## src/rtl/pjh_pkg.sv

```systemverilog
// shared types and constants of the period jitter histogram
`default_nettype none

package pjh_pkg;

    // default number of histogram bins
    localparam int PJH_BINS = 64;

    // depth of the internal queues and the width of their fill counts
    localparam int PJH_QUEUE_DEPTH = 4;
    localparam int PJH_QCW = $clog2(PJH_QUEUE_DEPTH + 1);

    // what an item turned out to be once classified
    typedef enum logic [1:0] {
        KIND_READ,
        KIND_BASE,
        KIND_EVENT
    } t_kind;

    // classified item handed from front to back
    typedef struct packed {
        t_kind       kind;
        logic [5:0]  bin_index;
        logic [31:0] jitter;
        logic [31:0] max_jitter;
    } t_op;

    // one finished result
    typedef struct packed {
        logic        sample_valid;
        logic [31:0] sample_jitter;
        logic [31:0] bin_count;
        logic [31:0] max_jitter;
    } t_res;

endpackage

`default_nettype wire

```

## src/rtl/pjh_ram.sv

```systemverilog
// generic single write port ram with registered read
`default_nettype none

module pjh_ram #(
    parameter int WIDTH = 32,
    parameter int DEPTH = 64
) (
    input  wire logic                     i_clk,
    input  wire logic                     i_wr_en,
    input  wire logic [$clog2(DEPTH)-1:0] i_wr_addr,
    input  wire logic [WIDTH-1:0]         i_wr_data,
    input  wire logic                     i_rd_en,
    input  wire logic [$clog2(DEPTH)-1:0] i_rd_addr,
    output logic      [WIDTH-1:0]         o_rd_data
);

    logic [WIDTH-1:0] r_mem [DEPTH];

    // read returns the old contents on a same-address write
    always_ff @(posedge i_clk) begin
        if (i_wr_en) begin
            r_mem[i_wr_addr] <= i_wr_data;
        end
        if (i_rd_en) begin
            o_rd_data <= r_mem[i_rd_addr];
        end
    end

endmodule

`default_nettype wire

```

## src/rtl/pjh_fifo.sv

```systemverilog
// small register fifo with fill count
`default_nettype none

module pjh_fifo #(
    parameter int WIDTH = 8,
    parameter int DEPTH = 4
) (
    input  wire logic                       i_clk,
    input  wire logic                       i_rst_n,
    input  wire logic                       i_push,
    input  wire logic [WIDTH-1:0]           i_data,
    input  wire logic                       i_pop,
    output logic      [WIDTH-1:0]           o_data,
    output logic                            o_empty,
    output logic                            o_full,
    output logic      [$clog2(DEPTH+1)-1:0] o_count
);

    localparam int PW = (DEPTH > 1) ? $clog2(DEPTH) : 1;
    localparam int CW = $clog2(DEPTH + 1);
    localparam logic [PW-1:0] LAST_PTR = PW'(DEPTH - 1);

    logic [WIDTH-1:0] r_mem [DEPTH];
    logic [PW-1:0]    r_wr_ptr, n_wr_ptr;
    logic [PW-1:0]    r_rd_ptr, n_rd_ptr;
    logic [CW-1:0]    r_count, n_count;
    logic             w_do_push, w_do_pop;

    assign o_empty = (r_count == '0);
    assign o_full  = (r_count == CW'(DEPTH));
    assign o_count = r_count;
    assign o_data  = r_mem[r_rd_ptr];

    assign w_do_push = i_push && !o_full;
    assign w_do_pop  = i_pop && !o_empty;

    // pointer and count update
    always_comb begin
        n_wr_ptr = r_wr_ptr;
        n_rd_ptr = r_rd_ptr;
        n_count  = r_count;
        if (w_do_push) begin
            n_wr_ptr = (r_wr_ptr == LAST_PTR) ? '0 : r_wr_ptr + 1'b1;
        end
        if (w_do_pop) begin
            n_rd_ptr = (r_rd_ptr == LAST_PTR) ? '0 : r_rd_ptr + 1'b1;
        end
        if (w_do_push && !w_do_pop) begin
            n_count = r_count + 1'b1;
        end else if (!w_do_push && w_do_pop) begin
            n_count = r_count - 1'b1;
        end
    end

    always_ff @(posedge i_clk) begin
        if (!i_rst_n) begin
            r_wr_ptr <= '0;
            r_rd_ptr <= '0;
            r_count  <= '0;
        end else begin
            r_wr_ptr <= n_wr_ptr;
            r_rd_ptr <= n_rd_ptr;
            r_count  <= n_count;
        end
    end

    // storage, no reset
    always_ff @(posedge i_clk) begin
        if (w_do_push) begin
            r_mem[r_wr_ptr] <= i_data;
        end
    end

endmodule

`default_nettype wire

```

## src/rtl/pjh_front.sv

```systemverilog
// front end: takes items, tracks the baseline and measures jitter and maximum
`default_nettype none

module pjh_front import pjh_pkg::*; (
    input  wire logic        i_clk,
    input  wire logic        i_rst_n,
    input  wire logic        i_accept,
    input  wire logic        i_mode,
    input  wire logic [31:0] i_timestamp,
    input  wire logic [5:0]  i_bin_index,
    input  wire logic        i_cfg_wr_en,
    input  wire logic [31:0] i_cfg_wr_data,
    output logic             o_stage_busy,
    output logic             o_op_push,
    output t_op              o_op
);

    logic [31:0] r_nom_period;
    logic [31:0] r_last_ts;
    logic        r_have_base;
    logic [31:0] r_max, n_max;

    // first stage: classified item with its raw interval
    logic        r_f_valid;
    t_kind       r_f_kind, n_f_kind;
    logic [31:0] r_f_interval;
    logic [5:0]  r_f_bin_index;

    logic [31:0] w_jit;
    logic        w_is_event;

    // classify the incoming transaction
    always_comb begin
        if (i_mode) begin
            n_f_kind = KIND_READ;
        end else if (!r_have_base) begin
            n_f_kind = KIND_BASE;
        end else begin
            n_f_kind = KIND_EVENT;
        end
    end

    // absolute deviation and running maximum
    always_comb begin
        if (r_f_interval > r_nom_period) begin
            w_jit = r_f_interval - r_nom_period;
        end else begin
            w_jit = r_nom_period - r_f_interval;
        end
        w_is_event = r_f_valid && (r_f_kind == KIND_EVENT);
        n_max = (w_is_event && (w_jit > r_max)) ? w_jit : r_max;
    end

    assign o_stage_busy     = r_f_valid;
    assign o_op_push        = r_f_valid;
    assign o_op.kind        = r_f_kind;
    assign o_op.bin_index   = r_f_bin_index;
    assign o_op.jitter      = (r_f_kind == KIND_EVENT) ? w_jit : '0;
    assign o_op.max_jitter  = n_max;

    // control and measurement state
    always_ff @(posedge i_clk) begin
        if (!i_rst_n) begin
            r_nom_period <= '0;
            r_last_ts    <= '0;
            r_have_base  <= 1'b0;
            r_max        <= '0;
            r_f_valid    <= 1'b0;
        end else begin
            if (i_cfg_wr_en) begin
                r_nom_period <= i_cfg_wr_data;
            end
            if (i_accept && !i_mode) begin
                r_last_ts   <= i_timestamp;
                r_have_base <= 1'b1;
            end
            r_max     <= n_max;
            r_f_valid <= i_accept;
        end
    end

    // first stage payload
    always_ff @(posedge i_clk) begin
        if (i_accept) begin
            r_f_kind      <= n_f_kind;
            r_f_interval  <= i_timestamp - r_last_ts;
            r_f_bin_index <= i_bin_index;
        end
    end

endmodule

`default_nettype wire

```

## src/rtl/pjh_back.sv

```systemverilog
// back end: clears the histogram, then updates and reads bins in the ram
`default_nettype none

module pjh_back import pjh_pkg::*; #(
    parameter int BINS = PJH_BINS
) (
    input  wire logic               i_clk,
    input  wire logic               i_rst_n,
    input  t_op                     i_op,
    input  wire logic               i_op_empty,
    output logic                    o_op_pop,
    input  wire logic [PJH_QCW-1:0] i_res_count,
    output logic                    o_res_push,
    output t_res                    o_res,
    output logic                    o_clearing
);

    localparam int AW = $clog2(BINS);
    localparam logic [AW-1:0] LAST_BIN = AW'(BINS - 1);

    // clearing pass
    logic          r_clr_busy;
    logic [AW-1:0] r_clr_addr;

    // issue stage
    logic          w_issue;
    logic [PJH_QCW:0] w_res_used;
    logic [31:0]   w_idx_ext;
    logic          w_read_oor;
    logic [AW-1:0] w_rd_addr;

    // update stage
    logic          r_b1_valid;
    t_op           r_b1_op;
    logic [AW-1:0] r_b1_addr;
    logic          r_b1_oor;
    logic [31:0]   w_ram_data;
    logic [31:0]   w_cur_count;
    logic          w_b1_write;

    // last bin write, forwarded to the next update
    logic          r_fw_valid;
    logic [AW-1:0] r_fw_addr;
    logic [31:0]   r_fw_data;

    // ram port selection
    logic          w_wr_en;
    logic [AW-1:0] w_wr_addr;
    logic [31:0]   w_wr_data;

    assign o_clearing = r_clr_busy;

    // issue only with room for every result in flight
    assign w_res_used = {1'b0, i_res_count} + (PJH_QCW + 1)'(r_b1_valid);
    assign w_issue    = !r_clr_busy && !i_op_empty
                        && (w_res_used < (PJH_QCW + 1)'(PJH_QUEUE_DEPTH));
    assign o_op_pop   = w_issue;

    // bin address: requested index for reads, clamped deviation for events
    always_comb begin
        w_idx_ext  = 32'(i_op.bin_index);
        w_read_oor = (w_idx_ext >= 32'(BINS));
        case (i_op.kind)
            KIND_READ:  w_rd_addr = w_idx_ext[AW-1:0];
            KIND_EVENT: w_rd_addr = (i_op.jitter >= 32'(BINS - 1)) ?
                                    LAST_BIN : i_op.jitter[AW-1:0];
            default:    w_rd_addr = '0;
        endcase
    end

    // count with forwarding of the write made in the previous cycle
    assign w_cur_count = (r_fw_valid && (r_fw_addr == r_b1_addr)) ? r_fw_data : w_ram_data;
    assign w_b1_write  = r_b1_valid && (r_b1_op.kind == KIND_EVENT);

    // write port: clearing pass first, then bin increments
    always_comb begin
        if (r_clr_busy) begin
            w_wr_en   = 1'b1;
            w_wr_addr = r_clr_addr;
            w_wr_data = '0;
        end else begin
            w_wr_en   = w_b1_write;
            w_wr_addr = r_b1_addr;
            w_wr_data = w_cur_count + 32'd1;
        end
    end

    pjh_ram #(
        .WIDTH (32),
        .DEPTH (BINS)
    ) u_ram (
        .i_clk     (i_clk),
        .i_wr_en   (w_wr_en),
        .i_wr_addr (w_wr_addr),
        .i_wr_data (w_wr_data),
        .i_rd_en   (w_issue),
        .i_rd_addr (w_rd_addr),
        .o_rd_data (w_ram_data)
    );

    // result of the update stage
    assign o_res_push          = r_b1_valid;
    assign o_res.sample_valid  = (r_b1_op.kind == KIND_EVENT);
    assign o_res.sample_jitter = r_b1_op.jitter;
    assign o_res.bin_count     = ((r_b1_op.kind == KIND_READ) && !r_b1_oor) ? w_cur_count : '0;
    assign o_res.max_jitter    = r_b1_op.max_jitter;

    // control state
    always_ff @(posedge i_clk) begin
        if (!i_rst_n) begin
            r_clr_busy <= 1'b1;
            r_clr_addr <= '0;
            r_b1_valid <= 1'b0;
            r_fw_valid <= 1'b0;
        end else begin
            if (r_clr_busy) begin
                r_clr_addr <= r_clr_addr + 1'b1;
                if (r_clr_addr == LAST_BIN) begin
                    r_clr_busy <= 1'b0;
                end
            end
            r_b1_valid <= w_issue;
            r_fw_valid <= w_b1_write;
        end
    end

    // stage payload
    always_ff @(posedge i_clk) begin
        if (w_issue) begin
            r_b1_op   <= i_op;
            r_b1_addr <= w_rd_addr;
            r_b1_oor  <= w_read_oor;
        end
        r_fw_addr <= r_b1_addr;
        r_fw_data <= w_wr_data;
    end

endmodule

`default_nettype wire

```

## src/rtl/period_jitter_histogram.sv

```systemverilog
// Period jitter histogram, top level. Timestamped events of a periodic task
// come in through a queue-like port; the first event after reset sets the
// baseline, and every later one gives the absolute deviation of its interval
// (modulo 2^32) from the configured nominal period, updates the running
// maximum and counts the deviation into one of BINS bins, the last bin
// catching everything from BINS-1 up. A read item returns one bin count with
// the maximum. Each item gives one result. One item per clock is sustained
// while pop keeps up; a taken item passes the front stage, the op queue, the
// update stage and the result queue before its result is ready, and is held
// up further only when pop holds off. The rate is set by the single write port
// of the bin ram, whose read-modify-write is closed by forwarding the previous
// cycle's write. After reset full stays high while the bins are cleared.
`default_nettype none

module period_jitter_histogram import pjh_pkg::*; #(
    parameter int BINS = PJH_BINS
) (
    input  wire logic        i_clk,
    input  wire logic        i_rst_n,
    input  wire logic        push,
    output logic             full,
    input  wire logic        i_mode,
    input  wire logic [31:0] i_timestamp,
    input  wire logic [5:0]  i_bin_index,
    input  wire logic        i_cfg_wr_en,
    input  wire logic [31:0] i_cfg_wr_data,
    output logic             empty,
    input  wire logic        pop,
    output logic             o_sample_valid,
    output logic [31:0]      o_sample_jitter,
    output logic [31:0]      o_bin_count,
    output logic [31:0]      o_max_jitter
);

    logic               w_accept;
    logic               w_stage_busy;
    logic               w_op_push;
    t_op                w_op_in;
    logic [$bits(t_op)-1:0] w_op_out_bits;
    t_op                w_op_out;
    logic               w_op_empty;
    logic               w_op_full;
    logic [PJH_QCW-1:0] w_op_count;
    logic [PJH_QCW:0]   w_op_used;
    logic               w_op_pop;
    logic               w_res_push;
    t_res               w_res_in;
    logic [$bits(t_res)-1:0] w_res_out_bits;
    t_res               w_res_out;
    logic               w_res_full;
    logic [PJH_QCW-1:0] w_res_count;
    logic               w_clearing;

    // input side: hold off while clearing or when the queue could overflow
    assign w_op_used = {1'b0, w_op_count} + (PJH_QCW + 1)'(w_stage_busy);
    assign full      = w_clearing || w_op_full
                       || (w_op_used >= (PJH_QCW + 1)'(PJH_QUEUE_DEPTH));
    assign w_accept  = push && !full;

    pjh_front u_front (
        .i_clk         (i_clk),
        .i_rst_n       (i_rst_n),
        .i_accept      (w_accept),
        .i_mode        (i_mode),
        .i_timestamp   (i_timestamp),
        .i_bin_index   (i_bin_index),
        .i_cfg_wr_en   (i_cfg_wr_en),
        .i_cfg_wr_data (i_cfg_wr_data),
        .o_stage_busy  (w_stage_busy),
        .o_op_push     (w_op_push),
        .o_op          (w_op_in)
    );

    // queue between front and back
    pjh_fifo #(
        .WIDTH ($bits(t_op)),
        .DEPTH (PJH_QUEUE_DEPTH)
    ) u_op_fifo (
        .i_clk   (i_clk),
        .i_rst_n (i_rst_n),
        .i_push  (w_op_push),
        .i_data  (w_op_in),
        .i_pop   (w_op_pop),
        .o_data  (w_op_out_bits),
        .o_empty (w_op_empty),
        .o_full  (w_op_full),
        .o_count (w_op_count)
    );

    assign w_op_out = t_op'(w_op_out_bits);

    pjh_back #(
        .BINS (BINS)
    ) u_back (
        .i_clk       (i_clk),
        .i_rst_n     (i_rst_n),
        .i_op        (w_op_out),
        .i_op_empty  (w_op_empty),
        .o_op_pop    (w_op_pop),
        .i_res_count (w_res_count),
        .o_res_push  (w_res_push),
        .o_res       (w_res_in),
        .o_clearing  (w_clearing)
    );

    // result queue
    pjh_fifo #(
        .WIDTH ($bits(t_res)),
        .DEPTH (PJH_QUEUE_DEPTH)
    ) u_res_fifo (
        .i_clk   (i_clk),
        .i_rst_n (i_rst_n),
        .i_push  (w_res_push && !w_res_full),
        .i_data  (w_res_in),
        .i_pop   (pop),
        .o_data  (w_res_out_bits),
        .o_empty (empty),
        .o_full  (w_res_full),
        .o_count (w_res_count)
    );

    assign w_res_out       = t_res'(w_res_out_bits);
    assign o_sample_valid  = w_res_out.sample_valid;
    assign o_sample_jitter = w_res_out.sample_jitter;
    assign o_bin_count     = w_res_out.bin_count;
    assign o_max_jitter    = w_res_out.max_jitter;

endmodule

`default_nettype wire

```

## config.mk

```make
export PLATFORM = sky130hd
export DESIGN_NAME = period_jitter_histogram
export DESIGN_NICKNAME = d
export VERILOG_FILES = /design/src/rtl/pjh_pkg.sv /design/src/rtl/pjh_ram.sv /design/src/rtl/pjh_fifo.sv /design/src/rtl/pjh_front.sv /design/src/rtl/pjh_back.sv /design/src/rtl/period_jitter_histogram.sv
export SDC_FILE = /design/constraint.sdc
export NUM_CORES = 2
export LEC_CHECK = 0
export BUFFER_PORTS_ARGS = -buffer_cell sky130_fd_sc_hd__buf_2
export CAP_MARGIN = 20
export CELL_PAD_IN_SITES_DETAIL_PLACEMENT = 1
export CELL_PAD_IN_SITES_GLOBAL_PLACEMENT = 1
export CORE_MARGIN = 4
export CORE_UTILIZATION = 40
export DETAILED_ROUTE_END_ITERATION = 7
export PLACE_DENSITY_LB_ADDON = 0.1
export SLEW_MARGIN = 20
export SYNTH_ARGS = -nofsm -noshare
export SYNTH_HDL_FRONTEND = slang
export SYNTH_SLANG_ARGS = --single-unit
export TNS_END_PERCENT = 50
```

## constraint.sdc

```tcl
create_clock -name i_clk -period 14.36 [get_ports i_clk]
set_input_delay 2.872 -clock i_clk [delete_from_list [all_inputs] [get_ports i_clk]]
set_output_delay 2.872 -clock i_clk [all_outputs]
set_load 0.01 [all_outputs]
```

==> run_results.csv <==
group,metric,value,unit
status,status,"finished, final reports clean",
global_route,grt_max_degree,158,
synth,synth_seq_cells,3031,
synth,ys_types,75,
clock_network,tritoncts,"built",
sta,relSlewSlack,19.2,%
power_and_ir_drop,p_total,0.0185,W
global_route,grt_use_met1,36.4,%
synth,synth_top_family_by_area,"simple AND/OR/NAND/NOR gates",
route,routed_wirelength,382,mm
route,drtPass1Iterations,5,
synth,synth_xor_area_share,0.644,%
route,ant_nets,0,
layout,fin_nets,9103,
power_and_ir_drop,power_frac_seq,52.2,%
sta,setup_violations,0,
floorplan,die_w,558,um
power_and_ir_drop,p_comb_share,4.0,%
critical_path,crit_family,"buffers and inverters",
run,max_cap_viol_count,0,
critical_path,crit_buf_inv,5,
power_and_ir_drop,p_int,0.0145,W
floorplan,coreArea,301000,um2
sta,finalSetupTns,0,ns
synth,synthMuxAreaShare,5.00,%
layout,final_common_cell,"edfxtp_1",
critical_path,worstPathRequired,14.99,ns
synth,netlist_area,121000,um2
floorplan,dieArea,312000,um2
critical_path,crit_type,"reg2reg",
critical_path,arrival,8.89,ns
clock_network,cts_resized,0,
floorplan,io-pin-count,175,
layout,utilization,45.8,%
clock_network,cts_buffers,330,
floorplan,rows,201,
sta,report.final.slew_viol_count,0,
route,vias,74600,
critical_path,ff2ff_path_depth,15,
clock_network,clkLatencyLatePin,0.92,ns
synth,synth_compound_area_share,5.42,%
floorplan,chipHeight,558,um
sta,skew,0.0553,ns
global_route,grt_pass1_wl,547,mm
clock_network,clock-sinks,3031,
global_route,use_met3,3.54,%
global_route,grt_usage,24.1,%
global_route,grt-ovfl-total,0,
sta,max_slew.worst_pin.slew,1.21,ns
sta,fmax,121,MHz
critical_path,slowest_stage,"dfxtp_4",
global_route,antenna_found_initial,46,
critical_path,cpPeakStageDelay,0.85,ns
synth,synth-simple-area-share,11.5,%
power_and_ir_drop,vdd_drop_max,0.0000836,V
clock_network,cts_root_buf,"clkbuf_16",
global_route,grt_pass1_vias,75900,
sta,period_needed,8.25,ns
synth,syn_nets,8874,
critical_path,r2r-end,"u_back.u_ram.o_rd_data[31]",
critical_path,crit_chain,"buf_4 -> mux4_2 -> nor4_1 -> and4_1 -> nand3_2 -> o311ai_4 -> buf_4 -> inv_8 -> buf_4 -> buf_4 -> mux2i_1 -> o22ai_1 -> nor4_1 -> o21ai_1 -> and4_1",
global_route,top_usage_layer,"met2",
route,drt_iter0_drc,7374,
power_and_ir_drop,power_density,134,nW/um2
floorplan,initial_core_util,40.3,%
synth,synth_area_leaders,"edfxtp_1, nand2_1, mux4_2",
synth,async_flop_share,0,%
sta,hold_viol,0,
sta,rsz0062_at_grt,"no",
critical_path,cp-end-kind,"flip-flop",
route,drc,0,
critical_path,ff2ff_setup_slack,6.11,ns
synth,synth.largest_area_cell,"edfxtp_1",
power_and_ir_drop,switching_power,0.00398,W
synth,ys.flop_type,"edfxtp_1",
synth,synth_top_area_share,71.1,%
synth,yosysSeqAreaShare,73.8,%
synth,syn_avg_cell_area,14.0,um2
sta,fin_crit_sh,57.5,%
synth,ys_warn_count,0,
synth,synth_edf_count,2868,
layout,final_cell_mix,"edfxtp_1, nand2_1, a21oi_1, nand3_1, clkbuf_16",
clock_network,clkTransAtPathRegs,0.06,ns
global_route,grt_use_met2,36.8,%
power_and_ir_drop,p_leak,45.5,nW
route,vias_per_cell,5.69,
power_and_ir_drop,p_clk_share,43.8,%
placed_design,dp_hpwl,221,mm
clock_network,cts_buffer_depth,4,
clock_network,post_cts_buffers,0,
hold_path,min_from,"u_front.r_last_ts[19]",
hold_path,min_to,"u_front.r_last_ts[19]",
clock_network,postCtsHoldBufs,0,
synth,synth_fa_ha_area_share,1.53,%
clock_network,cts.htree.levels,5,
critical_path,path_common_cell,"buf_4",
critical_path,path_max_fanout,103,
route,wl_per_cell,29.1,um
hold_path,min_path_cells,2,
placed_design,gp_congestion,0.818,
layout,drive_above_1_share,12.4,%
critical_path,start_kind,"flip-flop",
hold_path,hp-class,"reg2reg",
placed_design,portBuffers,174,
layout,syn_to_final_growth,13.7,%
synth,syn_inst,8653,
power_and_ir_drop,power.share.switching,21.5,%
-- state kept, by name, indices dropped and copies added (netlist names), 2 cells and up, named ones only --
signal	cells
u_back.o_res	64
u_back.r_b1_addr	6
u_back.r_b1_op	2
u_back.r_clr_addr	6
u_back.r_fw_addr	6
u_back.r_fw_data	32
u_back.u_ram.o_rd_data	32
u_back.u_ram.r_mem	2048
u_front.r_f_bin_index	6
u_front.r_f_interval	32
u_front.r_f_kind	2
u_front.r_last_ts	32
u_front.r_max	32
u_front.r_nom_period	32
u_op_fifo.o_count	3
u_op_fifo.r_mem	288
u_op_fifo.r_rd_ptr	2
u_op_fifo.r_wr_ptr	2
u_res_fifo.o_count	3
u_res_fifo.r_mem	388
u_res_fifo.r_rd_ptr	2
u_res_fifo.r_wr_ptr	2
-- worst reg2reg max path: stages (launching register included) --
cell      delay (ns)
dfxtp_4         0.85
buf_4           0.78
mux4_2          0.67
nor4_1          0.51
and4_1          0.42
nand3_2         0.24
o311ai_4        0.31
buf_4           0.50
inv_8           0.38
buf_4           0.72
buf_4           0.64
mux2i_1         0.29
o22ai_1         0.12
nor4_1          0.72
o21ai_1         0.49
and4_1          0.34
-- power groups by stage --
stage / clock [W] / sequential (W) / combinational (W)
final: 0.00810 / 0.00965 / 0.000745
after global routing: 0.00866 / 0.00965 / 0.000811
after CTS: 0.00827 / 0.00965 / 0.000756
after detailed placement: 0 / 0.00983 / 0.000753
after global placement: 0 / 0.00983 / 0.000744
after floorplan: 0 / 0.00979 / 0.000485
-- metrics by stage --
step	hold WS (ns)	area, um2	cells	setup slack (ns)
3_3_place_gp	0.442	128000	12500	6.14
4_1_cts	0.456	138000	13100	6.07
3_5_place_dp	0.447	128000	12500	6.21
5_1_grt	0.473	138000	13100	5.65
6_report	0.453	138000	13100	6.11
2_1_floorplan	0.346	121000	8653	7.82
-- Yosys cell counts (19+ instances only) --
cell type  count
a211oi_1      19
a21o_1        39
a21oi_1      605
a31oi_1      108
a32oi_1       66
and2_1        58
and4_1        38
buf_1         34
buf_2         71
clkbuf_1     360
dfxtp_1      163
edfxtp_1    2868
ha_1         140
inv_1        189
mux2i_1      208
mux4_2       169
nand2_1     2000
nand3_1      487
nand4_1       93
nor2_1       291
nor2b_1       21
nor3_1        30
nor4_1       134
o21ai_0       85
o21ai_1       33
o21bai_1      25
o22ai_1       37
xnor2_1       49
xor2_1        40
-- cell type report --
class / count / area, um2
flip-flops and latches: 3031 / 89400
clock inverters: 176 / 1370
fillers: 29700 / 163000
well taps: 3958 / 4950
multi-input cells: 4964 / 30100
inverters: 190 / 722
clock buffers: 419 / 8730
diodes: 19 / 47.5
repair buffers: 365 / 2410
-- cells by family (layout without fill, tap and decap cells) --
| logic type | after synthesis | count (layout) |
|---|---|---|
| DFF | 3031 | 3031 |
| buffers and inverters | 658 | 1150 |
| and+or+nand+nor | 3222 | 3222 |
| xor gates and xnor gates | 89 | 89 |
| other | 0 | 19 |
| muxes | 392 | 392 |
| adders and majority gates | 145 | 145 |
| AOI/OAI and AO/OA | 1116 | 1116 |
-- worst max path at each step --
stage               depth (start not counted)                 from  slack (ns)                         end
floorplan                                  15  u_back.r_b1_addr[1]        7.82    u_back.u_ram.r_mem[0][4]
global placement                           15            flip-flop        6.14  u_back.u_ram.o_rd_data[31]
detailed placement                         15            flip-flop        6.21  u_back.u_ram.o_rd_data[31]
CTS                                        15            flip-flop        6.07  u_back.u_ram.o_rd_data[31]
global route                               15            flip-flop        5.65  u_back.u_ram.o_rd_data[31]
finish                                     15            flip-flop        6.11  u_back.u_ram.o_rd_data[31]
-- routing by layer --
layer,share of wire [%],up-vias
li1,-,32500
met1,47,39400
met2,45,2133
met3,6.0,496
met4,2.5,20
met5,0.032,-
(Power assumes the default switching activity.)
